`config.mk`:
```
export PLATFORM = sky130hd
export DESIGN_NAME = clrm_ram
export DESIGN_NICKNAME = d
export VERILOG_FILES = /design/src/rtl/clrm_ram.sv
export SDC_FILE = /design/constraint.sdc
export NUM_CORES = 1
export LEC_CHECK = 0
export ABC_AREA = 1
export BUFFER_PORTS_ARGS = -buffer_cell sky130_fd_sc_hd__buf_2
export CAP_MARGIN = 40
export CORE_MARGIN = 1
export CORE_UTILIZATION = 66
export DETAILED_ROUTE_END_ITERATION = 10
export PLACE_DENSITY = 0.84
export SLEW_MARGIN = 15
export SYNTH_ARGS = -nofsm -noshare
export SYNTH_HDL_FRONTEND = slang
export SYNTH_SLANG_ARGS = --single-unit
```
`constraint.sdc`:
```
create_clock -name clk -period 2.5 [get_ports clk]
set_clock_uncertainty 0.15 [all_clocks]
set_input_delay 0.25 -clock clk [delete_from_list [all_inputs] [get_ports clk]]
set_output_delay 0.25 -clock clk [all_outputs]
set_load 0.03 [all_outputs]
```
`src/rtl/clrm_ram.sv`:
```
// Generic single-port-write, single-port-read RAM with registered read data.
`default_nettype none

module clrm_ram #(
  parameter int WIDTH = 16,
  parameter int DEPTH = 16
) (
  input  logic                                       clk,
  input  logic                                       we,
  input  logic [((DEPTH > 1) ? $clog2(DEPTH) : 1)-1:0] waddr,
  input  logic [WIDTH-1:0]                           wdata,
  input  logic [((DEPTH > 1) ? $clog2(DEPTH) : 1)-1:0] raddr,
  output logic [WIDTH-1:0]                           rdata
);

  logic [WIDTH-1:0] mem [DEPTH];

  always_ff @(posedge clk) begin
    if (we) begin
      mem[waddr] <= wdata;
    end
    rdata <= mem[raddr];
  end

endmodule

`default_nettype wire

```
==> Word level (Yosys, flattened, before mapping) <==
Memory sizes are Yosys's and may differ from the RTL's. A register that Yosys moved wholly into a read port is not among the register bits.
Cells that the tools add are included.
{ "word_totals": {"mem_count": 1, "input_bits": 26, "out_inout_bits": 16, "word_cells": 3, "regBits": 0, "mem_bits_rw": 256} }
{ "op_classes": {"n_mux": 2} }
{ "memory_table": {"columns": ["name", "depth", "width", "rd", "rd_clocked_by_memory_dff", "write_ports", "line", "source"], "rows": [
  ["mem", 16, 16, 1, 1, 1, "16", "logic [WIDTH-1:0] mem [DEPTH];"]
]} }
{ "op_table": {"columns": ["op", "n"], "rows": [
  ["$mux W1", 2]
]} }

==> Depth between registers and ports, before layout <==
{ "depth": {"depth_word": 2, "ltp_mapped": 9, "mapped_depth_nobuf": 7} }

==> Worst setup path after synthesis <==
Ideal clock, no wire load.
{ "synth_timing": {"path_type": "input-to-reg", "from": "in waddr[2] (netlist bit)", "to": "mem mem[10][0], enable pin", "slack_ns": 0.800, "t_required_ns": 1.962, "path_buffers": 0, "t_arrival_ns": 1.161, "path_stages": 2, "path_cell_list": "nand3b_1 -> nor2_1"} }
{ "synth_lines": {"columns": ["element", "line", "source"], "rows": [
  ["start: declaration", "10", "input logic [((DEPTH > 1) ? $clog2(DEPTH) : 1)-1:0] waddr,"],
  ["end: declaration", "16", null]
]} }
Straight into the memory's write port.

==> Final worst setup path <==
{ "layout_timing": {"from": "reg rdata[6] (read register of mem)", "to": "out rdata[6]"} }
{ "layout_lines": {"columns": ["element", "line", "source"], "rows": [
  ["start: declaration", "13", "output logic [WIDTH-1:0] rdata"]
]} }
No word-level cell between the ends.

==> impl_metrics.toml <==
[layout]
register_area_mm2 = 0.008008
area_growth_pct = 12.86
finish.instance_area_mm2 = 0.01284
n_fill_cell = 1004
layout.cells.most_common_list = "sky130_fd_sc_hd__nand2_1 (341), sky130_fd_sc_hd__edfxtp_1 (256), sky130_fd_sc_hd__inv_1 (196)"
most_common_cell_after_layout_fill_and_taps_aside = "sky130_fd_sc_hd__nand2_1"
final_core_util_pct = 76.91
area_of_the_multi_input_gates_mm2 = 0.002365
fin_nets = 1160
final_layout_size_suffix_gt1_share_pct = 10.68
insertedDiodeCount = 0

[worst_setup_path]
critical_path_class = "reg -> out"
worst_r2r_startpoint = "mem[13][5]"
crit_path_start_kind = "register"
crit_path_max_incr_delay_ns = 0.41
timing.critical_path.required_ns = 2.10
crit_path_cell_trace = "buf_2"
timing.reg2reg.setup_slack_ns = 1.30
path_buf_inv = 1
crit_fanout = 1
family_with_the_most_delay_on_the_worst_path = "flip-flops"
startpoint = "rdata[6]"
critPathSlowestCell = "sky130_fd_sc_hd__dfxtp_1"
endpoint_arrival_time_on_the_critical_path_ns = 1.16
worstSetupEndpointType = "output port"

[logic_synthesis]
yosysSeqAreaShare_pct = 70.36
synth_cells = 1074
synth.cell_area_mm2 = 0.01138
synth.ff_latch_count = 272
synth.yosys.warnings = 0
distinct_cell_type_count_after_synthesis = 13
synth_area_per_cell_um2 = 10.60
synth.net_count = 1100

[grt]
grt_max_degree = 129
number_of_global_route_vias_before_repair = 7846
global_route.usage.total_pct = 31.05
globalRoute.totalOverflow = 0
initial_antenna_violation_count = 1
grt_pass1_wl_um = 41710

[drt]
wirelength_um = 26160
vias_per_cell = 5.681
drt_iter0_markers = 1026
wl_per_cell_um = 19.07
first_pass_iters = 5
detail-route-antenna-nets = 0
remaining_drc_errors = 0
detailroute.via_count = 7795

[floorplanning]
io_pins = 42
core_area_mm2 = 0.01670
fp-row-count = 47
dieArea_mm2 = 0.01777
starting_density_of_the_core_pct = 68.15
floorplan.die.width_um = 133.3
die_height_um = 133.3

[placement]
post_dp_cell_area_mm2 = 0.01187
place_hpwl_um = 14500
gp_congestion = 0.8383
port_buffers = 41

[timing]
final_hold_viol_count = 0
period_minus_slack_ns = 1.560
report.final.slew_viol_count = 0
max_clock_freq_mhz = 640.9
finalSetupViolations = 0
fin_crit_sh_pct = 62.42
setup-tns-final_ns = 0
actual_slew_at_the_worst_max_slew_pin_ns = 0.7943
rsz_0062_raised_after_global_routing = "no"
maxSlewHeadroom_pct = 46.99

[power]
leak_pwr_nw = 5.555
power_density_normalized_to_cell_area_mw_per_mm2 = 748.8
irDropWorstVdd_v = 0.0006411

[clocking]
clk_transition_reported_paths_ns = 0.06
cts_made_buffers = 25
clock_tree.root_cell = "sky130_fd_sc_hd__clkbuf_16"
cts_hold_repair.buffers = 16
tritoncts_clock_tree = "built"
post_cts.resized_instances = 0
worst_skew_pair.late_latency_ns = 0.52
cts.path.max_buffers = 3
clock_sink_count = 272
cts.repair_timing.setup_buffer_count = 0
clock_tree.htree_level_count = 1

[hold_path]
hold_start = "raddr[3]"
worstHoldPathType = "in -> reg"

[status]
outcome = "completed"

[job]
drv_cap = 0
[registers in the layout, summed over array words and instances (netlist names)]
name,flops
rdata,16
mem,256
[cells in the mapped netlist]
master                     number  area [µm²]
sky130_fd_sc_hd__buf_1          1       3.750
sky130_fd_sc_hd__nand3b_1       2       15.01
sky130_fd_sc_hd__inv_1        196       735.7
sky130_fd_sc_hd__buf_4         18       135.1
sky130_fd_sc_hd__dfxtp_1       16       320.3
sky130_fd_sc_hd__buf_2         19       95.09
sky130_fd_sc_hd__nand2_1      341        1280
sky130_fd_sc_hd__nand3_1      193       965.9
sky130_fd_sc_hd__nor2_1        17       63.81
sky130_fd_sc_hd__inv_2          2       7.510
sky130_fd_sc_hd__edfxtp_1     256        7687
sky130_fd_sc_hd__clkbuf_1      10       37.54
sky130_fd_sc_hd__buf_6          3       33.78
[final timing paths]
path                    to  cells past startpoint
setup / recovery  rdata[6]                      1
hold reg to reg   rdata[6]                      6
hold / removal    rdata[1]                      4
setup reg to reg  rdata[5]                      6
[area by class of cell]
cell class	count	share of cell area [%]
Timing Repair Buffer	84	4.929
Multi-Input combinational cell	553	18.41
Tap cell	220	2.143
Clock inverter	13	1.071
Inverter	198	5.796
Sequential cell	272	62.34
Clock buffer	32	5.309
[worst min-delay path: stages]
cell and delay (ns):
sky130_fd_sc_hd__buf_2 0.11, sky130_fd_sc_hd__buf_4 0.22, sky130_fd_sc_hd__nand3_1 0.11, sky130_fd_sc_hd__nand2_1 0.05
[power breakdown]
part	leakage [nW]	switching (W)	internal, W
sequential	2.45	0.0000363	0.00510
clock	0.403	0.00158	0.00223
combinational	2.70	0.000489	0.000190
total	5.56	0.00211	0.00751
[routing by layer]
layer / routed length [µm] / track usage, %
met5: 13 / 0
met4: 1050 / 14.39
met3: 2730 / 4.756
met2: 12670 / 50.64
met1: 9698 / 41.67
[logic make-up (layout without fill, tap and decap cells)]
kind of cell           Yosys count  in the layout  synth area share (%)
buffers and inverters          249            327                 9.213
AND/OR/NAND/NOR                553            553                 20.43
flip-flops                     272            272                 70.36
[metrics by stage]
| step | cells | worst slack (ns) | hold slack [ns] | total power [W] |
|---|---|---|---|---|
| 2_1_floorplan | 1074 | 0.8004 | 0.1989 | 0.005622 |
| 3_3_place_gp | 1311 | 0.7241 | 0.4818 | 0.005846 |
| 3_5_place_dp | 1311 | 0.6762 | 0.4929 | 0.005870 |
| 4_1_cts | 1372 | 0.9277 | 0.1114 | 0.009615 |
| 5_1_grt | 1372 | 0.8909 | 0.1319 | 0.009887 |
| 6_report | 1372 | 0.9396 | 0.1295 | 0.009618 |
(Power assumes the default switching activity.)
