### src/rtl/clrm_pkg.sv
// Constants, types and register codes of the convolution, leaky ReLU and max pooling block.
`default_nettype none

package clrm_pkg;

  localparam int MAX_TAPS    = 16;
  localparam int SAMPLE_BITS = 16;

  localparam int WEIGHT_BITS = 16;
  localparam int WEIGHT_FRAC = 14;
  localparam int LEAK_BITS   = 16;
  localparam int LEAK_FRAC   = 16;
  localparam int WIDX_W      = 4;

  localparam int TAPS_REG_W   = 5;
  localparam int STRIDE_REG_W = 3;
  localparam int BIAS_W       = 32;
  localparam int POOL_REG_W   = 4;
  localparam int CFG_IDX_W    = 3;
  localparam int CFG_DATA_W   = 32;

  localparam int MAX_STRIDE = 4;
  localparam int MAX_POOL   = 8;
  localparam int PHASE_W    = 2;
  localparam int POOLCNT_W  = 3;

  localparam int TAP_W = (MAX_TAPS > 1) ? $clog2(MAX_TAPS) : 1;
  localparam int CNT_W = $clog2(MAX_TAPS + 1);

  localparam int PROD_W = SAMPLE_BITS + WEIGHT_BITS;
  localparam int DOT_W  = PROD_W + TAP_W;
  localparam int ACC_W  = ((DOT_W > BIAS_W) ? DOT_W : BIAS_W) + 1;

  // The leak multiply is split into a low unsigned and a high signed partial product.
  localparam int LO_W      = (ACC_W + 1) / 2;
  localparam int HI_W      = ACC_W - LO_W;
  localparam int PLO_W     = LO_W + LEAK_BITS;
  localparam int PHI_W     = HI_W + LEAK_BITS + 1;
  localparam int PSUM_W    = PHI_W + 1;
  localparam int NEG_SHIFT = WEIGHT_FRAC + LEAK_FRAC - LO_W;
  localparam int VAL_W     = PSUM_W - NEG_SHIFT;
  localparam int POS_W     = ACC_W - WEIGHT_FRAC;

  localparam logic [TAPS_REG_W-1:0]   TAPS_RST   = 5'd10;
  localparam logic [STRIDE_REG_W-1:0] STRIDE_RST = 3'd2;
  localparam logic [BIAS_W-1:0]       BIAS_RST   = 32'd0;
  localparam logic [LEAK_BITS-1:0]    LEAK_RST   = 16'd6554;
  localparam logic [POOL_REG_W-1:0]   POOL_RST   = 4'd5;

  typedef logic signed [SAMPLE_BITS-1:0] sample_t;
  typedef logic signed [WEIGHT_BITS-1:0] weight_t;
  typedef logic signed [ACC_W-1:0]       acc_t;

  localparam sample_t SAMPLE_MAX = {1'b0, {(SAMPLE_BITS - 1){1'b1}}};
  localparam sample_t SAMPLE_MIN = {1'b1, {(SAMPLE_BITS - 1){1'b0}}};

  typedef enum logic [CFG_IDX_W-1:0] {
    CFG_TAPS   = 3'd0,
    CFG_STRIDE = 3'd1,
    CFG_BIAS   = 3'd2,
    CFG_LEAK   = 3'd3,
    CFG_POOL   = 3'd4
  } cfg_idx_t;

  // Partial sum travelling down the cell chain.
  typedef struct packed {
    logic vld;
    acc_t sum;
  } sum_tok_t;

  typedef struct packed {
    logic shift;
    logic clear;
  } cell_ctrl_t;

  typedef struct packed {
    logic    vld;
    sample_t act;
  } post_res_t;

endpackage

`default_nettype wire

### src/rtl/clrm_post.sv
// Leaky ReLU, rescale to Q7.8 and saturation, as a three-stage pipeline.
`default_nettype none

module clrm_post import clrm_pkg::*; (
  input  logic                 clk,
  input  logic                 rst,
  input  sum_tok_t             acc_in,
  input  logic [LEAK_BITS-1:0] leak,
  output post_res_t            res
);

  logic [PLO_W-1:0]         plo;
  logic                     vld1;
  acc_t                     acc1;
  logic [LEAK_BITS-1:0]     plo_top1;

  logic signed [PHI_W-1:0]  phi;
  logic                     vld2;
  logic signed [PHI_W-1:0]  phi2;
  logic [LEAK_BITS-1:0]     plo_top2;
  logic                     neg2;
  logic signed [POS_W-1:0]  pos2;

  logic signed [PSUM_W-1:0] psum;
  logic signed [VAL_W-1:0]  negv;
  logic signed [VAL_W-1:0]  val;
  sample_t                  act;
  logic                     vld3;
  sample_t                  act3;

  always_comb begin
    plo = acc_in.sum[LO_W-1:0] * leak;
    phi = $signed(acc1[ACC_W-1:LO_W]) * $signed({1'b0, leak});
    // Only the bits of the low product above the split point reach the result.
    psum = {phi2[PHI_W-1], phi2} + {{(PSUM_W - LEAK_BITS){1'b0}}, plo_top2};
    negv = psum[PSUM_W-1:NEG_SHIFT];
    val  = neg2 ? negv : {{(VAL_W - POS_W){pos2[POS_W-1]}}, pos2};
    if (val > VAL_W'(SAMPLE_MAX)) begin
      act = SAMPLE_MAX;
    end else if (val < VAL_W'(SAMPLE_MIN)) begin
      act = SAMPLE_MIN;
    end else begin
      act = val[SAMPLE_BITS-1:0];
    end
  end

  always_ff @(posedge clk) begin
    if (rst) begin
      vld1 <= 1'b0;
      vld2 <= 1'b0;
      vld3 <= 1'b0;
    end else begin
      vld1 <= acc_in.vld;
      vld2 <= vld1;
      vld3 <= vld2;
    end
  end

  always_ff @(posedge clk) begin
    acc1     <= acc_in.sum;
    plo_top1 <= plo[PLO_W-1:LO_W];
    phi2     <= phi;
    plo_top2 <= plo_top1;
    neg2     <= acc1[ACC_W-1];
    pos2     <= acc1[ACC_W-1:WEIGHT_FRAC];
    act3     <= act;
  end

  assign res.vld = vld3;
  assign res.act = act3;

endmodule

`default_nettype wire

### config.mk
export PLATFORM = sky130hd
export DESIGN_NAME = clrm_post
export DESIGN_NICKNAME = d
export VERILOG_FILES = /design/src/rtl/clrm_pkg.sv /design/src/rtl/clrm_post.sv
export SDC_FILE = /design/constraint.sdc
export NUM_CORES = 2
export LEC_CHECK = 0
export BUFFER_PORTS_ARGS = -buffer_cell sky130_fd_sc_hd__buf_2
export CAP_MARGIN = 20
export CORE_ASPECT_RATIO = 0.9
export CORE_MARGIN = 10
export CORE_UTILIZATION = 40
export CTS_CLUSTER_SIZE = 8
export DETAILED_ROUTE_END_ITERATION = 8
export GPL_TIMING_DRIVEN = 0
export SYNTH_ARGS = -nofsm -noshare
export SYNTH_HDL_FRONTEND = slang
export SYNTH_SLANG_ARGS = --single-unit
### constraint.sdc
create_clock -name clk -period 6.9 [get_ports clk]
set_input_delay 0.69 -clock clk [delete_from_list [all_inputs] [get_ports clk]]
set_output_delay 0.69 -clock clk [all_outputs]
set_load 0.03 [all_outputs]
* Yosys cells after proc, flatten, opt, wreduce, memory -nomap -nowiden
Index checks and enable logic that the tools add are counted.
Storage, ports and cells: output and inout bits 17, bits in writable memories 0, ROM bits 0, latch bits 0, memories 0, logic and storage cells 17, input port bits 56, register bits after elaboration 147
Operators by class: reductions and logical operators 0, divide/modulo/power cells 0, bitwise gates (word level) 0, magnitude comparators 2, add/subtract/negate cells 1, shift operators 0, multipliers 2, multiplexer cells 2, equality and inequality tests 0
Operators with widths (count):
- adder 35 x 17 -> 36 bit | 1
- multiplier 18 x 17 -> 35 bit | 1
- multiplier 19 x 16 -> 35 bit | 1
- > comparator 25 x 16 -> 1 bit (second input constant) | 1
- less-than comparator 25 x 16 -> 1 bit (second input constant) | 1
- two-way mux 25 bit | 1
- two-way mux 16 bit | 1

* Depth between registers and ports, before layout
depth in word-level cells 4, gate-level depth with buffers 25, depth with buffers taken out 23

* Worst setup path before layout
OpenSTA, ideal clock, no wires.
path kind input port to flip-flop, start point in leak[2], end point reg phi2[34], stages on the path 20, slack 566 ps, path buffers 2, data required time 6828 ps, arrival time 6262 ps, library setup time 72 ps, path through clkbuf_1 > clkbuf_1 > nand2_1 > inv_1 > fa_1 > fa_1 > fa_1 > fa_1 > fa_1 > inv_1 > fa_1 > inv_1 > ha_1 > and3_1 > nor2b_1 > o31ai_1 > a31oi_1 > a211o_1 > a21oi_1 > xnor2_1
On the way: cells in the longest elaborated chain, start to end 1
RTL lines:
- from (decl) | line clrm_post.sv:8 | input logic [LEAK_BITS-1:0] leak,
- multiplier 18 x 17 -> 35 bit | line clrm_post.sv:33 | phi = $signed(acc1[ACC_W-1:LO_W]) * $signed({1'b0, leak});
- via phi[34] | line clrm_post.sv:17 | logic signed [PHI_W-1:0] phi;
- to (signal assigned) | line clrm_post.sv:62 | phi2 <= phi;
- to (decl) | line clrm_post.sv:19 | logic signed [PHI_W-1:0] phi2;
The timed path passes the listed nets, and every way through them passes these cells. A chain may end at the register's enable or synchronous reset.

* Final worst setup path
start point in leak[10], end point reg plo_top1[14]
On the way: cells in the longest elaborated chain, start to end 1
RTL lines:
- multiplier 19 x 16 -> 35 bit | line clrm_post.sv:32 | plo = acc_in.sum[LO_W-1:0] * leak;
- via plo[33] | line clrm_post.sv:12 | logic [PLO_W-1:0] plo;
- to (signal assigned) | line clrm_post.sv:61 | plo_top1 <= plo[PLO_W-1:LO_W];
- to (decl) | line clrm_post.sv:15 | logic [LEAK_BITS-1:0] plo_top1;
The timed path passes the listed nets, and every way through them passes these cells.

==> impl_metrics.env <==
export IMPL_outcome="finished, final reports clean"
export IMPL_ys_warn_count=0
export IMPL_num_rows=85
export IMPL_cp_data_required_time_ns=7.22
export IMPL_crit_arrival_ns=7.12
export IMPL_final_layout_size_suffix_gt1_frac=0.0866
export IMPL_grt_busiest_layer="met2"
export IMPL_ys_ff_latch=132
export IMPL_grt_pass1_vias=19200
export IMPL_synth_edff_count=0
export IMPL_ys_async_sr_fraction=0
export IMPL_grt_max_degree=18
export IMPL_dr_pass1_iters=7
export IMPL_worst_slack_ns=0.0952
export IMPL_nFillCells=5911
export IMPL_clkLatencyLatePin_ns=0.48
export IMPL_wl_mm=70.0
export IMPL_fmax_mhz=147
export IMPL_drtAntennaViolNets=0
export IMPL_path_clk_slew_ns=0.06
export IMPL_syn_inst=2603
export IMPL_ys_seq_area_frac=0.109
export IMPL_post_place_ws_ns=-1.70
export IMPL_fin_crit_sh=0.986
export IMPL_ys_flop_type="dfxtp_1"
export IMPL_end_kind="flop"
export IMPL_hold_buffers=0
export IMPL_antenna_found_initial=9
export IMPL_placed_area_mm2=0.0256
export IMPL_use_met1=0.264
export IMPL_via_per_inst=5.02
export IMPL_gp_congestion=0.929
export IMPL_grtUsageMet2=0.331
export IMPL_final_cell_mix="inv_1 (625), fa_1 (526), nand2_1 (339), and2_1 (283), ha_1 (208)"
export IMPL_cts_inserted_buffers=17
export IMPL_vias=17500
export IMPL_setup_worst_path_class="in -> reg"
export IMPL_synth_distinct_cells=62
export IMPL_critPathMaxFanout=10
export IMPL_tns_ns=0
export IMPL_syn_area_mm2=0.0243
export IMPL_io_buffers=58
export IMPL_fin_skew_ns=0.0117
export IMPL_final_net_count=3469
export IMPL_dp_hpwl_mm=57.8
export IMPL_hold_viol=0
export IMPL_clkSinkCount=132
export IMPL_die_y_um=254
export IMPL_use_met3=0.0613
export IMPL_cts_root_buffer="clkbuf_16"
export IMPL_setup_violations=0
export IMPL_postLayoutCellArea_mm2=0.0264
export IMPL_finalMaxSlewViolations=0
export IMPL_multi_input_area_mm2=0.0189
export IMPL_core_mm2=0.0600
export IMPL_io_pins=73
export IMPL_wl_per_cell_um=20.2
export IMPL_grt_usage=0.207
export IMPL_syn_to_final_growth_pct=8.59
export IMPL_seq_area_mm2=0.00266
export IMPL_gr_total_overflow=0
export IMPL_relSlewSlack=0.489
export IMPL_dieArea_mm2=0.0710
export IMPL_h_tree_depth=4
export IMPL_route_detailed_drc=0
export IMPL_cts_tree="built"
export IMPL_grt_pass1_wl_mm=110
export IMPL_drtIter0Drc=1099
export IMPL_synthesis_nets=3395
export IMPL_start_util=0.405
export IMPL_avgSynthCellArea_um2=9.33
export IMPL_layout_min_cycle_time_ns=6.80
export IMPL_final_common_cell="inv_1"
export IMPL_fin_hold_ws_ns=0.320
export IMPL_die_w_um=280
export IMPL_cts_max_path_buffers=2
export IMPL_ff2ff_setup_slack_ns=0.28
export IMPL_worst_slew_pin_slew_ns=0.762
export IMPL_drv_cap=0
export IMPL_min_path_type="in -> reg"
export IMPL_cp_start_kind="input port"
sequential cells by signal (all words and copies together) (netlist names), 16 cells and up:
register  cells
acc1         23
act3         16
phi2         35
plo_top1     16
plo_top2     16
pos2         22
stage by stage:
stage,utilization,cells
final,0.440,3475
after global routing,0.440,3473
after CTS,0.438,3473
after detailed placement,0.426,3444
after global placement,0.426,3444
after floorplan,-,2603
path summary, 6_finish.rpt:
| path | start | to | cells after the start |
|---|---|---|---|
| min | acc_in[26] | acc1[26] | 1 |
| min reg2reg | plo_top1[14] | plo_top2[14] | 0 |
| max | leak[10] | plo_top1[14] | 20 |
| max reg2reg | acc1[28] | phi2[33] | 21 |
cell type report:
class | count | share of cell area
Antenna cell | 2 | 0.000190
Buffer | 104 | 0.0222
Clock buffer | 19 | 0.0168
Clock inverter | 13 | 0.00432
Inverter | 626 | 0.0891
Multi-Input combinational cell | 1737 | 0.718
Sequential cell | 132 | 0.101
Tap cell | 783 | 0.0371
Timing Repair Buffer | 59 | 0.0113
critical path: stages:
cell,delay (ns)
clkbuf_4,0.26
clkbuf_4,0.29
nand2_1,0.10
fa_1,0.60
inv_1,0.09
fa_1,0.54
fa_1,0.66
fa_1,0.46
fa_1,0.50
inv_1,0.06
fa_1,0.49
inv_1,0.05
ha_1,0.30
a21oi_1,0.13
and2_1,0.27
nor4b_4,0.49
o21ai_2,0.17
a311oi_4,0.35
a21oi_1,0.17
xnor2_2,0.42
synth_stat cells, types with 16 or more instances:
cell      number  area, um^2
inv_1        625        2350
fa_1         528       10600
nand2_1      339        1270
and2_1       283        1770
ha_1         208        2600
dfxtp_1      132        2640
clkbuf_1     101         379
a21oi_1       55         275
xnor2_1       49         429
nor2_1        32         120
xor2_1        28         245
a21o_1        17         128
o21ai_0       16        80.1
o21ai_1       16        80.1
cells by family after synthesis:
kind of cell	after synthesis	synth area share
AND/OR/NAND/NOR	727	0.149
multiplexers	9	0.00371
XOR/XNOR	77	0.0278
AO/OA/AOI/OAI	188	0.0532
adder cells (fa/ha/maj)	736	0.542
buffers and inverters	734	0.115
flip-flops	132	0.109
layer usage:
metal / share of wire / up-vias
li1: - / 7848
met1: 0.42 / 8924
met2: 0.46 / 579
met3: 0.091 / 105
met4: 0.027 / 4
met5: 0.00037 / -
what timing repair did:
item | in CTS | in global routing
setup endpoints to repair | 25 | 15
setup buffers | 0 | 1
resized for setup | 91 | 80
pin swaps | 2 | 4
Power is left out: the tool's default activity adds up to more than one toggle a clock period on the data nets, which glitch-free logic cannot reach.
