<file path="config.mk">
export PLATFORM = sky130hd
export DESIGN_NAME = clrm_cell
export DESIGN_NICKNAME = d
export VERILOG_FILES = /design/src/rtl/clrm_pkg.sv /design/src/rtl/clrm_cell.sv
export SDC_FILE = /design/constraint.sdc
export NUM_CORES = 1
export LEC_CHECK = 0
export ABC_CLOCK_PERIOD_IN_PS = 10000
export BUFFER_PORTS_ARGS = -buffer_cell sky130_fd_sc_hd__buf_4
export CAP_MARGIN = 30
export CELL_PAD_IN_SITES_DETAIL_PLACEMENT = 1
export CELL_PAD_IN_SITES_GLOBAL_PLACEMENT = 2
export CORE_MARGIN = 2
export CORE_UTILIZATION = 39
export CTS_BUF_LIST = sky130_fd_sc_hd__clkbuf_4 sky130_fd_sc_hd__clkbuf_8
export DETAILED_ROUTE_END_ITERATION = 16
export PLACE_DENSITY = 0.9
export SYNTH_ARGS = -nofsm -noshare
export SYNTH_HDL_FRONTEND = slang
export SYNTH_SLANG_ARGS = --single-unit
</file>
<file path="constraint.sdc">
create_clock -name clk -period 10 [get_ports clk]
set_clock_uncertainty 0.2 [all_clocks]
set_input_delay 2 -clock clk [delete_from_list [all_inputs] [get_ports clk]]
set_output_delay 2 -clock clk [all_outputs]
set_load 0.02 [all_outputs]
</file>
<file path="src/rtl/clrm_pkg.sv">
// Constants, types and register codes of the convolution, leaky ReLU and max pooling block.
`default_nettype none

package clrm_pkg;

  localparam int MAX_TAPS    = 16;
  localparam int SAMPLE_BITS = 16;

  localparam int WEIGHT_BITS = 16;
  localparam int WEIGHT_FRAC = 14;
  localparam int LEAK_BITS   = 16;
  localparam int LEAK_FRAC   = 16;
  localparam int WIDX_W      = 4;

  localparam int TAPS_REG_W   = 5;
  localparam int STRIDE_REG_W = 3;
  localparam int BIAS_W       = 32;
  localparam int POOL_REG_W   = 4;
  localparam int CFG_IDX_W    = 3;
  localparam int CFG_DATA_W   = 32;

  localparam int MAX_STRIDE = 4;
  localparam int MAX_POOL   = 8;
  localparam int PHASE_W    = 2;
  localparam int POOLCNT_W  = 3;

  localparam int TAP_W = (MAX_TAPS > 1) ? $clog2(MAX_TAPS) : 1;
  localparam int CNT_W = $clog2(MAX_TAPS + 1);

  localparam int PROD_W = SAMPLE_BITS + WEIGHT_BITS;
  localparam int DOT_W  = PROD_W + TAP_W;
  localparam int ACC_W  = ((DOT_W > BIAS_W) ? DOT_W : BIAS_W) + 1;

  // The leak multiply is split into a low unsigned and a high signed partial product.
  localparam int LO_W      = (ACC_W + 1) / 2;
  localparam int HI_W      = ACC_W - LO_W;
  localparam int PLO_W     = LO_W + LEAK_BITS;
  localparam int PHI_W     = HI_W + LEAK_BITS + 1;
  localparam int PSUM_W    = PHI_W + 1;
  localparam int NEG_SHIFT = WEIGHT_FRAC + LEAK_FRAC - LO_W;
  localparam int VAL_W     = PSUM_W - NEG_SHIFT;
  localparam int POS_W     = ACC_W - WEIGHT_FRAC;

  localparam logic [TAPS_REG_W-1:0]   TAPS_RST   = 5'd10;
  localparam logic [STRIDE_REG_W-1:0] STRIDE_RST = 3'd2;
  localparam logic [BIAS_W-1:0]       BIAS_RST   = 32'd0;
  localparam logic [LEAK_BITS-1:0]    LEAK_RST   = 16'd6554;
  localparam logic [POOL_REG_W-1:0]   POOL_RST   = 4'd5;

  typedef logic signed [SAMPLE_BITS-1:0] sample_t;
  typedef logic signed [WEIGHT_BITS-1:0] weight_t;
  typedef logic signed [ACC_W-1:0]       acc_t;

  localparam sample_t SAMPLE_MAX = {1'b0, {(SAMPLE_BITS - 1){1'b1}}};
  localparam sample_t SAMPLE_MIN = {1'b1, {(SAMPLE_BITS - 1){1'b0}}};

  typedef enum logic [CFG_IDX_W-1:0] {
    CFG_TAPS   = 3'd0,
    CFG_STRIDE = 3'd1,
    CFG_BIAS   = 3'd2,
    CFG_LEAK   = 3'd3,
    CFG_POOL   = 3'd4
  } cfg_idx_t;

  // Partial sum travelling down the cell chain.
  typedef struct packed {
    logic vld;
    acc_t sum;
  } sum_tok_t;

  typedef struct packed {
    logic shift;
    logic clear;
  } cell_ctrl_t;

  typedef struct packed {
    logic    vld;
    sample_t act;
  } post_res_t;

endpackage

`default_nettype wire

</file>
<file path="src/rtl/clrm_cell.sv">
// One cell of the convolution chain: a window sample and a multiply-accumulate stage.
`default_nettype none

module clrm_cell import clrm_pkg::*; (
  input  logic       clk,
  input  logic       rst,
  input  cell_ctrl_t ctrl,
  input  sample_t    sample_in,
  output sample_t    sample_out,
  input  weight_t    weight,
  input  logic       tap_on,
  input  sum_tok_t   tok_in,
  output sum_tok_t   tok_out
);

  sample_t                  smp;
  logic signed [PROD_W-1:0] prod;
  acc_t                     addend;
  acc_t                     sum;
  logic                     vld;

  always_comb begin
    prod   = smp * weight;
    addend = tap_on ? ACC_W'(prod) : '0;
  end

  // Window samples shift one cell per accepted sample; a frame end empties the window.
  always_ff @(posedge clk) begin
    if (rst || ctrl.clear) begin
      smp <= '0;
    end else if (ctrl.shift) begin
      smp <= sample_in;
    end
  end

  always_ff @(posedge clk) begin
    if (rst) begin
      vld <= 1'b0;
    end else begin
      vld <= tok_in.vld;
    end
  end

  always_ff @(posedge clk) begin
    sum <= tok_in.sum + addend;
  end

  assign sample_out  = smp;
  assign tok_out.vld = vld;
  assign tok_out.sum = sum;

endmodule

`default_nettype wire

</file>
# Word-level counts from Yosys, hierarchy flattened

Cells that the tools add are included.

Output and inout bits: 54
Bits in registers: 54
Logic and storage cells: 7

Reduce and logical (&&, ||, !) cells: 1
Muxes and demuxes: 1
$add $sub $neg: 1
$mul: 1

Operators by type and width:

| kind                         | count |
|---|---|
| adder 37 bit                 | 1 |
| 2-to-1 mux 37 bit            | 1 |
| multiplier 16 x 16 -> 32 bit | 1 |
| logical OR 1 bit             | 1 |

# Longest topological paths before layout

Gate-level depths: netlist of run 1.

Word-level depth: 3
Mapped depth: 32
Mapped depth without buffers: 31

# Least setup slack after synthesis of run 1

OpenSTA, ideal clock, no wires.

Kind: input-to-reg
Start point: input port weight[2]
End point: register sum[33]
Required time: 9.678 ns
Setup slack: 0.585 ns
Stages: 30
Data arrival time: 9.093 ns
Buffers on the path: 1
Path through: clkbuf_1 > and2_1 > fa_1 > inv_1 > fa_1 > fa_1 > inv_1 > fa_1 > fa_1 > inv_1 > fa_1 > inv_1 > ha_1 > a21o_1 > a21oi_1 > nor2_1 > o41a_1 > o311a_1 > o41ai_2 > xor2_1 > nor2_1 > ha_1 > and3_1 > and4_1 > a221oi_1 > o21ai_1 > o211ai_1 > a21boi_0 > o21ai_0 > a21oi_1

Longest elaborated chain between the ends: 3

RTL lines:

| what                         | RTL line        | text |
|---|---|---|
| start, declared              | clrm_cell.sv:10 | `input weight_t weight,` |
| multiplier 16 x 16 -> 32 bit | clrm_cell.sv:23 | `prod = smp * weight;` |
| 2-to-1 mux 37 bit            | clrm_cell.sv:24 | `addend = tap_on ? ACC_W'(prod) : '0;` |
| adder 37 bit                 | clrm_cell.sv:45 | `sum <= tok_in.sum + addend;` |
| end signal, assigned         | clrm_cell.sv:45 |  |
| end, declared                | clrm_cell.sv:19 | `acc_t sum;` |

Every way passes these cells.
A chain may end at the register's enable or synchronous reset.

# Worst setup path after layout of run 1

Start point: input port weight[2]
End point: register sum[35]

The elaborated chain is that of the path after synthesis.

==> results of run 1 <==
## cell type report
type                    instances  share of cell area, %
multi-input cells            1088                  73.36
inverters                     306                  7.740
flip-flops and latches         54                  7.284
repair buffers                140                  7.082
well taps                     448                  3.777
clock buffers                   5                 0.4637
clock inverters                 3                 0.2951
## critical path, delay by kind of cell
family,cells,cell delay [ns]
compound gates,10,2.31
xor+xnor,1,0.17
fa+ha+maj,8,3.70
buf+inv,6,0.54
simple gates,6,0.82
## cell usage after synthesis (5+ instances only)
cell	n
a211oi_1	9
a21boi_0	5
a21o_1	25
a21oi_1	46
a31oi_1	10
and2_1	131
and3_1	10
clkbuf_1	40
dfxtp_1	54
fa_1	263
ha_1	118
inv_1	306
mux2i_1	19
nand2_1	154
nand2b_1	13
nand3_1	10
nand4_1	8
nor2_1	78
nor2b_1	10
nor3_1	18
nor4_1	5
o211ai_1	6
o21a_1	12
o21ai_0	32
o21bai_1	5
xnor2_1	37
xor2_1	19
## final timing paths
path                                     start             end  slack [ns]  cells past startpoint
worst min-delay path            sample_out[15]  sample_out[15]        0.43                      2
worst min register to register  sample_out[15]  sample_out[15]        0.43                      2
worst max register to register   sample_out[9]         sum[35]        1.35                     27
worst max-delay path                 weight[2]         sum[35]        0.48                     31
## per-layer routing
layer  wire length, µm  vias up  GRT usage (%)
li1                  -     4823              -
met1             13980     5340          25.34
met2             18890      173          38.21
met3              1151       64          2.049
met4              1094        0          6.671
met5                 0        -              0
## stage by stage
step / worst slack [ns] / setup TNS (ns) / utilization, % / instances / area [µm²]
after global placement: 0.1715 / 0 / 43.75 / 2033 / 14670
final: 0.4773 / 0 / 44.26 / 2044 / 14840
after detailed placement: -0.03718 / -0.03718 / 43.75 / 2033 / 14670
after floorplan: 0.5852 / 0 / - / 1491 / 13250
after CTS: 0.3187 / 0 / 44.09 / 2041 / 14780
after global routing: 0.01226 / 0 / 44.26 / 2044 / 14840
## where the power goes
group          switching (mW)  internal (mW)  leakage [nW]  total (mW)
Clock                  0.0871         0.0753        0.0585       0.162
Combinational           0.959          0.703          7.15        1.66
Sequential             0.0313          0.290         0.451       0.321
## cells by family (layout without fill, tap and decap cells)
family	count (synthesis)	after routing	share of synthesized area [%]
AND/OR/NAND/NOR	449	449	16.74
AO/OA/AOI/OAI	183	183	9.162
XOR/XNOR	56	56	3.702
flip-flops	54	54	8.160
buffers and inverters	349	454	9.917
multiplexers	19	19	1.436
adder cells (fa/ha/maj)	381	381	50.89
## flip-flops by register name, indices dropped and copies added (netlist names)
name,flops
sample_out,16
vld,1
sum,37
## timing repair
item                                    CTS  global route
endpoints found under the setup margin    0             2
setup buffers                             0             3
gates resized for setup                   0             8
==> flow_metrics.py, run 1 <==
metrics = {
    "setup_path": {
        "crit_fanout": 16,
        "required_ns": 10.04,
        "slowest_stage": "fa_1",
        "cp_data_arrival_time_ns": 9.56,
        "start_kind": "input port",
        "crit_type": "in2reg",
        "cp-end-kind": "register",
        "crit_path_frequent_cell": "fa_1",
        "crit_path_max_incr_delay_ns": 0.55,
    },
    "finish": {
        "mostFrequentLayoutCell": "inv_1",
        "layout_common_cells": "306 x inv_1, 263 x fa_1, 154 x nand2_1, 140 x buf_4, 131 x and2_1",
        "antenna_cells": 0,
        "multi_input_area_um2": 10890,
        "seq_area_um2": 1081,
        "layout.nets": 2051,
        "syn2layout_area_growth_pct": 12.02,
        "nFillCells": 4004,
        "drive_above_1_share_pct": 10.28,
    },
    "synthesis": {
        "synth-seq-cells": 54,
        "ys_types": 58,
        "synthTopCellsByArea": "fa_1 40%, ha_1 11%, inv_1 8.7%",
        "yosysWarnings": 0,
        "synthArstFlopShare_pct": 0,
        "synth_edf_count": 0,
        "synthCells": 1491,
        "synth_top_area_cell": "fa_1",
        "synth_nets": 1947,
        "syn_area_um2": 13250,
        "synthFlopType": "dfxtp_1",
        "synth.top_cell.area_share_pct": 39.74,
        "seq_area_frac_synth_pct": 8.160,
        "avgSynthCellArea_um2": 8.885,
    },
    "route": {
        "wl_per_cell_um": 17.18,
        "route.vias.total": 10400,
        "antenna_left": 0,
        "drtPass1Iterations": 4,
        "drc_errors": 0,
        "first_iter_violations": 262,
        "post_drt_via_cell_ratio": 5.088,
        "wl_um": 35120,
    },
    "power": {
        "vdd_ir_drop_max_mv": 0.08590,
        "power_mw": 2.145,
        "powerDensity_nw_per_um2": 144.5,
        "p_leak_nw": 7.654,
    },
    "floorplan": {
        "core_um2": 33530,
        "dieArea_um2": 35460,
        "die_x_um": 188.3,
        "rows": 67,
        "ios": 129,
        "die_height_um": 188.3,
        "start_util_pct": 39.51,
    },
    "clock_network": {
        "cts_tree": "yes",
        "cts-root-buf": "clkbuf_8",
        "clkSinkCount": 54,
        "postCtsHoldBufs": 0,
        "cts_buffers": 5,
        "clkTransAtPathRegs_ns": 0.11,
        "clock_latency_ns": 0.33,
        "htreeDepth": 2,
        "clk_path_buf_depth": 2,
    },
    "timing": {
        "max-slew-margin-rel_pct": 35.73,
        "fin_crit_ns": 9.523,
        "tightest_slew_ns": 0.9627,
        "timing.fmax_mhz": 105.0,
        "fin_crit_sh_pct": 95.23,
        "worst_hold_slack_ns": 0.4264,
        "drv_slew": 0,
        "hold_viol": 0,
        "rsz0062_at_grt": "false",
        "setup_viol": 0,
    },
    "grt": {
        "grt_use_total_pct": 20.72,
        "grt_antenna_before_repair": 0,
        "overflow": 0,
        "grt_pass1_wl_um": 58770,
        "grt_pass1_vias": 11821,
        "grt_max_degree": 31,
    },
    "placement": {
        "gp_congestion": 0.8465,
        "io_buffers": 128,
        "hpwl_um": 30360,
    },
    "hold_path": {
        "min_path_type": "reg2reg",
    },
    "status": {
        "status": "finished clean",
    },
    "run": {
        "cap_violations": 0,
    },
}
No activity file was read; power rests on OpenSTA's default activity.
==> run 2, diff against run 1 <==
--- a/config.mk
+++ b/config.mk
@@ -6,4 +6,5 @@
 export NUM_CORES = 1
 export LEC_CHECK = 0
+export ABC_AREA = 1
 export ABC_CLOCK_PERIOD_IN_PS = 10000
 export BUFFER_PORTS_ARGS = -buffer_cell sky130_fd_sc_hd__buf_4
@@ -12,8 +13,8 @@
 export CELL_PAD_IN_SITES_GLOBAL_PLACEMENT = 2
 export CORE_MARGIN = 2
-export CORE_UTILIZATION = 39
+export CORE_UTILIZATION = 37
 export CTS_BUF_LIST = sky130_fd_sc_hd__clkbuf_4 sky130_fd_sc_hd__clkbuf_8
 export DETAILED_ROUTE_END_ITERATION = 16
-export PLACE_DENSITY = 0.9
+export PLACE_DENSITY = 0.91
 export SYNTH_ARGS = -nofsm -noshare
 export SYNTH_HDL_FRONTEND = slang
==> constraint.sdc (replaced) <==
create_clock -name clk -period 10 [get_ports clk]
set_clock_uncertainty 0.2 [all_clocks]
set_input_delay 0.5 -clock clk [delete_from_list [all_inputs] [get_ports clk]]
set_output_delay 0.5 -clock clk [all_outputs]
set_load 0.02 [all_outputs]
==> flow_metrics.py, run 2 <==
metrics = {
    "clock_network": {
        "cts_buffers": 5,
        "postCtsHoldBufs": 0,
        "post_cts_buffers": 0,
        "htreeDepth": 2,
        "cts-root-buf": "clkbuf_8",
        "cts-resized-gates": 0,
        "clkSinkCount": 54,
        "clock_latency_ns": 0.37,
        "cts_tree": "yes",
        "clk_path_buf_depth": 2,
        "clkTransAtPathRegs_ns": 0.14,
    },
    "floorplan": {
        "dieArea_um2": 40290,
        "ios": 129,
        "die_height_um": 200.7,
        "core_um2": 38470,
        "rows": 72,
        "die_x_um": 200.7,
        "start_util_pct": 37.22,
    },
    "synthesis": {
        "syn_area_um2": 14320,
        "synthCells": 1947,
        "synth_common_cells": "509 x inv_1, 484 x nand2_1, 263 x fa_1, 118 x ha_1, 118 x nor2_1",
        "synth_top_area_cell": "fa_1",
        "synth_nets": 2403,
        "synth_edf_count": 0,
        "muxShareOfSynthArea_pct": 0,
        "ys_types": 44,
        "synthTopCellsByArea": "fa_1 37%, inv_1 13%, nand2_1 13%",
        "synth.top_cell.area_share_pct": 36.77,
        "seq_area_frac_synth_pct": 7.550,
        "synthArstFlopShare_pct": 0,
        "synth-seq-cells": 54,
        "synthAdderAreaFrac_pct": 47.08,
        "synth_top_family_by_area": "adder cells",
        "synthXorXnorAreaFrac_pct": 2.324,
        "synthSimpleGateAreaFrac_pct": 19.57,
        "avgSynthCellArea_um2": 7.354,
        "yosysWarnings": 0,
        "synth_compound_area_share_pct": 7.926,
        "yosysMostFrequentCell": "inv_1",
        "synthFlopType": "dfxtp_1",
    },
    "setup_path": {
        "cp_data_arrival_time_ns": 8.40,
        "start_kind": "register",
        "crit_path_frequent_cell": "nand2_1",
        "startpoint": "sample_out[15]",
        "crit_fanout": 18,
        "slowest_stage": "dfxtp_1",
        "cp-end-kind": "register",
        "crit_path_max_incr_delay_ns": 0.85,
        "r2r_start": "sample_out[15]",
        "crit_type": "reg2reg",
        "required_ns": 10.09,
    },
    "grt": {
        "grt_antenna_before_repair": 0,
        "overflow": 0,
        "grt_max_degree": 24,
        "grt_use_total_pct": 23.86,
        "grt_pass1_vias": 14018,
        "grt_pass1_wl_um": 75530,
    },
    "timing": {
        "max-slew-margin-rel_pct": 36.05,
        "drv_slew": 0,
        "setup_viol": 0,
        "worst_slack_ns": 1.688,
        "tightest_slew_ns": 0.9579,
        "hold_viol": 0,
        "fin_crit_ns": 8.312,
        "fin_crit_sh_pct": 83.12,
        "timing.fmax_mhz": 120.3,
        "rsz0062_at_grt": "false",
        "finalSetupTns_ns": 0,
    },
    "route": {
        "wl_um": 45520,
        "route.vias.total": 12256,
        "first_iter_violations": 550,
        "post_drt_via_cell_ratio": 4.844,
        "antenna_left": 0,
        "wl_per_cell_um": 17.99,
        "drtPass1Iterations": 5,
        "drc_errors": 0,
    },
    "finish": {
        "mostFrequentLayoutCell": "inv_1",
        "layout_common_cells": "509 x inv_1, 484 x nand2_1, 263 x fa_1, 129 x buf_4",
        "layout.nets": 2467,
        "final_area_um2": 15780,
        "utilization_pct": 41.02,
        "final_cells": 2530,
        "top_register": "sum",
        "drive_above_1_share_pct": 9.294,
        "antenna_cells": 0,
        "syn2layout_area_growth_pct": 10.20,
        "largest_reg_flops": 37,
    },
    "hold_path": {
        "min_path_type": "in2reg",
        "min_from": "rst",
    },
    "power": {
        "vdd_ir_drop_max_mv": 0.1345,
        "p_leak_nw": 9.195,
        "powerDensity_nw_per_um2": 141.8,
    },
    "placement": {
        "io_buffers": 128,
        "dp_slack_ns": 1.772,
        "gp_congestion": 0.9247,
        "placedInstanceArea_um2": 15660,
        "hpwl_um": 39180,
        "dp_cells": 2522,
    },
    "status": {
        "status": "finished clean",
    },
    "run": {
        "cap_violations": 0,
    },
}
==> run 2: metrics by stage <==
stage	total power, mW	hold slack (ns)
2_1_floorplan	1.491	0.3712
3_3_place_gp	2.024	0.4643
3_5_place_dp	2.040	0.4660
4_1_cts	2.256	0.06119
5_1_grt	2.462	0.06906
6_report	2.237	0.07954
==> run 2: path summary, 6_finish.rpt <==
kind         slack, ns             end  cells past startpoint
max reg2reg       1.69         sum[34]                     32
min reg2reg       0.65  sample_out[12]                      2
max               1.69         sum[34]                     32
min               0.08             vld                      2
==> run 2: area by class of cell <==
| cell class | instances | area [µm²] |
|---|---|---|
| multi-input combinational | 1301 | 11010 |
| fill | 4865 | 22690 |
| sequential | 54 | 1081 |
| inverter | 520 | 1952 |
| timing repair buffer | 129 | 968.4 |
| clock buffer | 5 | 68.82 |
| clock inverter | 3 | 48.80 |
| tap | 518 | 648.1 |
==> run 2: metal layers <==
metal	global-route usage (%)	wire length, µm	vias up
met5	0	0	-
met4	5.238	919	0
met3	2.857	1767	54
met2	42.21	22670	266
met1	31.30	20160	6110
li1	-	-	5826
==> run 2: logic make-up after synthesis <==
family	count (synthesis)
buf+inv	592
compound gates	192
xor+xnor	38
simple gates	690
fa+ha+maj	381
flops	54
==> run 2: power by group <==
| part | switching (mW) | internal, mW |
|---|---|---|
| Clock | 0.103 | 0.0768 |
| Sequential | 0.0388 | 0.289 |
| Combinational | 1.11 | 0.620 |
==> run 2: worst max-delay path, delay by kind of cell, from the launching register on <==
| family | cells | cell delay, ns |
|---|---|---|
| AOI/OAI and AO/OA | 2 | 0.44 |
| DFF | 1 | 0.85 |
| xor gates and xnor gates | 1 | 0.15 |
| buffers and inverters | 6 | 0.89 |
| adders and majority gates | 8 | 3.79 |
| and+or+nand+nor | 15 | 1.90 |
==> run 3, diff against run 2 <==
- ABC_CLOCK_PERIOD_IN_PS: 10000 -> 8000
- clock period: 10 -> 8 ns (I/O delays scaled with it)
==> flow_metrics.py, run 3 (synthesis gave the netlist of run 2 again) <==
metrics = {
    "status": {
        "status": "finished clean",
    },
    "finish": {
        "largest_reg_flops": 37,
        "utilization_pct": 41.87,
        "final_cells": 2561,
        "antenna_cells": 0,
        "top_register": "sum",
        "multi_input_area_um2": 11070,
        "layout_common_cells": "507 x inv_1, 484 x nand2_1, 263 x fa_1, 156 x buf_4, 114 x ha_1",
        "syn2layout_area_growth_pct": 12.49,
        "drive_above_1_share_pct": 11.70,
        "seq_area_um2": 1091,
        "nFillCells": 4880,
        "mostFrequentLayoutCell": "inv_1",
        "layout.nets": 2498,
    },
    "route": {
        "route.vias.total": 12319,
        "wl_um": 44430,
        "drc_errors": 0,
        "post_drt_via_cell_ratio": 4.810,
        "wl_per_cell_um": 17.35,
        "drtPass1Iterations": 5,
        "first_iter_violations": 461,
        "antenna_left": 0,
    },
    "clock_network": {
        "clk_path_buf_depth": 2,
        "cts-root-buf": "clkbuf_8",
        "clkSinkCount": 54,
        "clkTransAtPathRegs_ns": 0.14,
        "htreeDepth": 2,
        "cts_tree": "yes",
        "clock_latency_ns": 0.39,
        "post_cts_buffers": 0,
        "cts_buffers": 5,
    },
    "timing": {
        "rsz0062_at_grt": "true",
        "finalSetupTns_ns": 0,
        "hold_viol": 0,
        "max-slew-margin-rel_pct": 50.46,
        "setup_viol": 0,
        "fin_crit_ns": 7.638,
        "timing.fmax_mhz": 130.9,
        "fin_crit_sh_pct": 95.48,
        "tightest_slew_ns": 0.7386,
        "drv_slew": 0,
        "worst_hold_slack_ns": 0.02620,
    },
    "floorplan": {
        "core_um2": 38470,
        "dieArea_um2": 40290,
        "rows": 72,
        "die_height_um": 200.7,
        "ios": 129,
        "start_util_pct": 37.22,
        "die_x_um": 200.7,
    },
    "power": {
        "vdd_ir_drop_max_mv": 0.1891,
        "p_leak_nw": 9.354,
        "powerDensity_nw_per_um2": 176.0,
    },
    "run": {
        "cap_violations": 0,
    },
    "grt": {
        "grt_antenna_before_repair": 0,
        "grt_util_met1_pct": 29.65,
        "met3_usage_pct": 2.922,
        "grt_pass1_wl_um": 74630,
        "overflow": 0,
        "grt_pass1_vias": 14349,
        "grt.met2_usage_pct": 41.72,
        "grt_use_total_pct": 23.42,
        "grt_max_degree": 24,
        "grt.busiest_layer": "met2",
    },
    "setup_path": {
        "crit_type": "reg2reg",
        "cp_data_arrival_time_ns": 7.74,
        "crit_path_max_incr_delay_ns": 0.63,
        "crit_fanout": 13,
        "start_kind": "register",
        "required_ns": 8.10,
        "cp-end-kind": "register",
        "crit_path_frequent_cell": "fa_1",
        "slowest_stage": "fa_1",
    },
    "placement": {
        "hpwl_um": 39180,
        "io_buffers": 128,
        "gp_congestion": 0.8768,
        "dp_cells": 2552,
    },
    "hold_path": {
        "min_path_type": "in2reg",
    },
}
-- run 3: through the flow --
stage | total power [mW] | area [µm²] | worst slack [ns]
global route | 3.125 | 16110 | -0.0004254
CTS | 2.839 | 16030 | 0.01942
floorplan | 1.864 | 14320 | 0.8660
detailed placement | 2.564 | 15900 | 0.08714
global placement | 2.526 | 15900 | 0.1265
finish | 2.835 | 16110 | 0.3616
-- run 3: area by class of cell --
class | count | area share, %
Clock buffer | 6 | 0.5127
Clock inverter | 2 | 0.2408
Inverter | 520 | 12.14
Multi-Input combinational cell | 1301 | 68.71
Sequential cell | 54 | 6.774
Tap cell | 518 | 4.024
Timing Repair Buffer | 160 | 7.597
-- run 3: timing repair --
item | 4_1_cts | 5_1_grt
endpoints found under the setup margin | 0 | 7
hold buffers | 1 | 0
endpoints found under the hold margin | 1 | 0
gates resized for setup | 0 | 26
-- run 3: path summary, 6_finish.rpt --
check,start,to,slack [ns],depth (start not counted)
hold reg to reg,sample_out[9],sample_out[9],0.35,2
setup reg to reg,sample_out[10],sum[34],0.36,31
hold / removal,tok_in[37],vld,0.03,3
setup / recovery,sample_out[10],sum[34],0.36,31
-- run 3: worst max-delay path, delay by kind of cell (launching register included) --
family | cells | cell delay [ns]
buffers and inverters | 6 | 0.52
and+or+nand+nor | 11 | 1.26
AOI/OAI and AO/OA | 5 | 1.09
xor gates and xnor gates | 1 | 0.17
DFF | 1 | 0.44
adders and majority gates | 8 | 3.89
-- run 3: where the power goes --
part	total (mW)	leakage, nW	switching (mW)	internal [mW]
sequential	0.397	0.455	0.0357	0.362
combinational	2.21	8.84	1.41	0.802
clock	0.230	0.0618	0.126	0.104
-- run 3: layer usage --
metal / wire length (µm) / vias to the layer above
li1: - / 5898
met1: 19460 / 6142
met2: 22400 / 213
met3: 1333 / 66
met4: 1238 / 0
met5: 0 / -
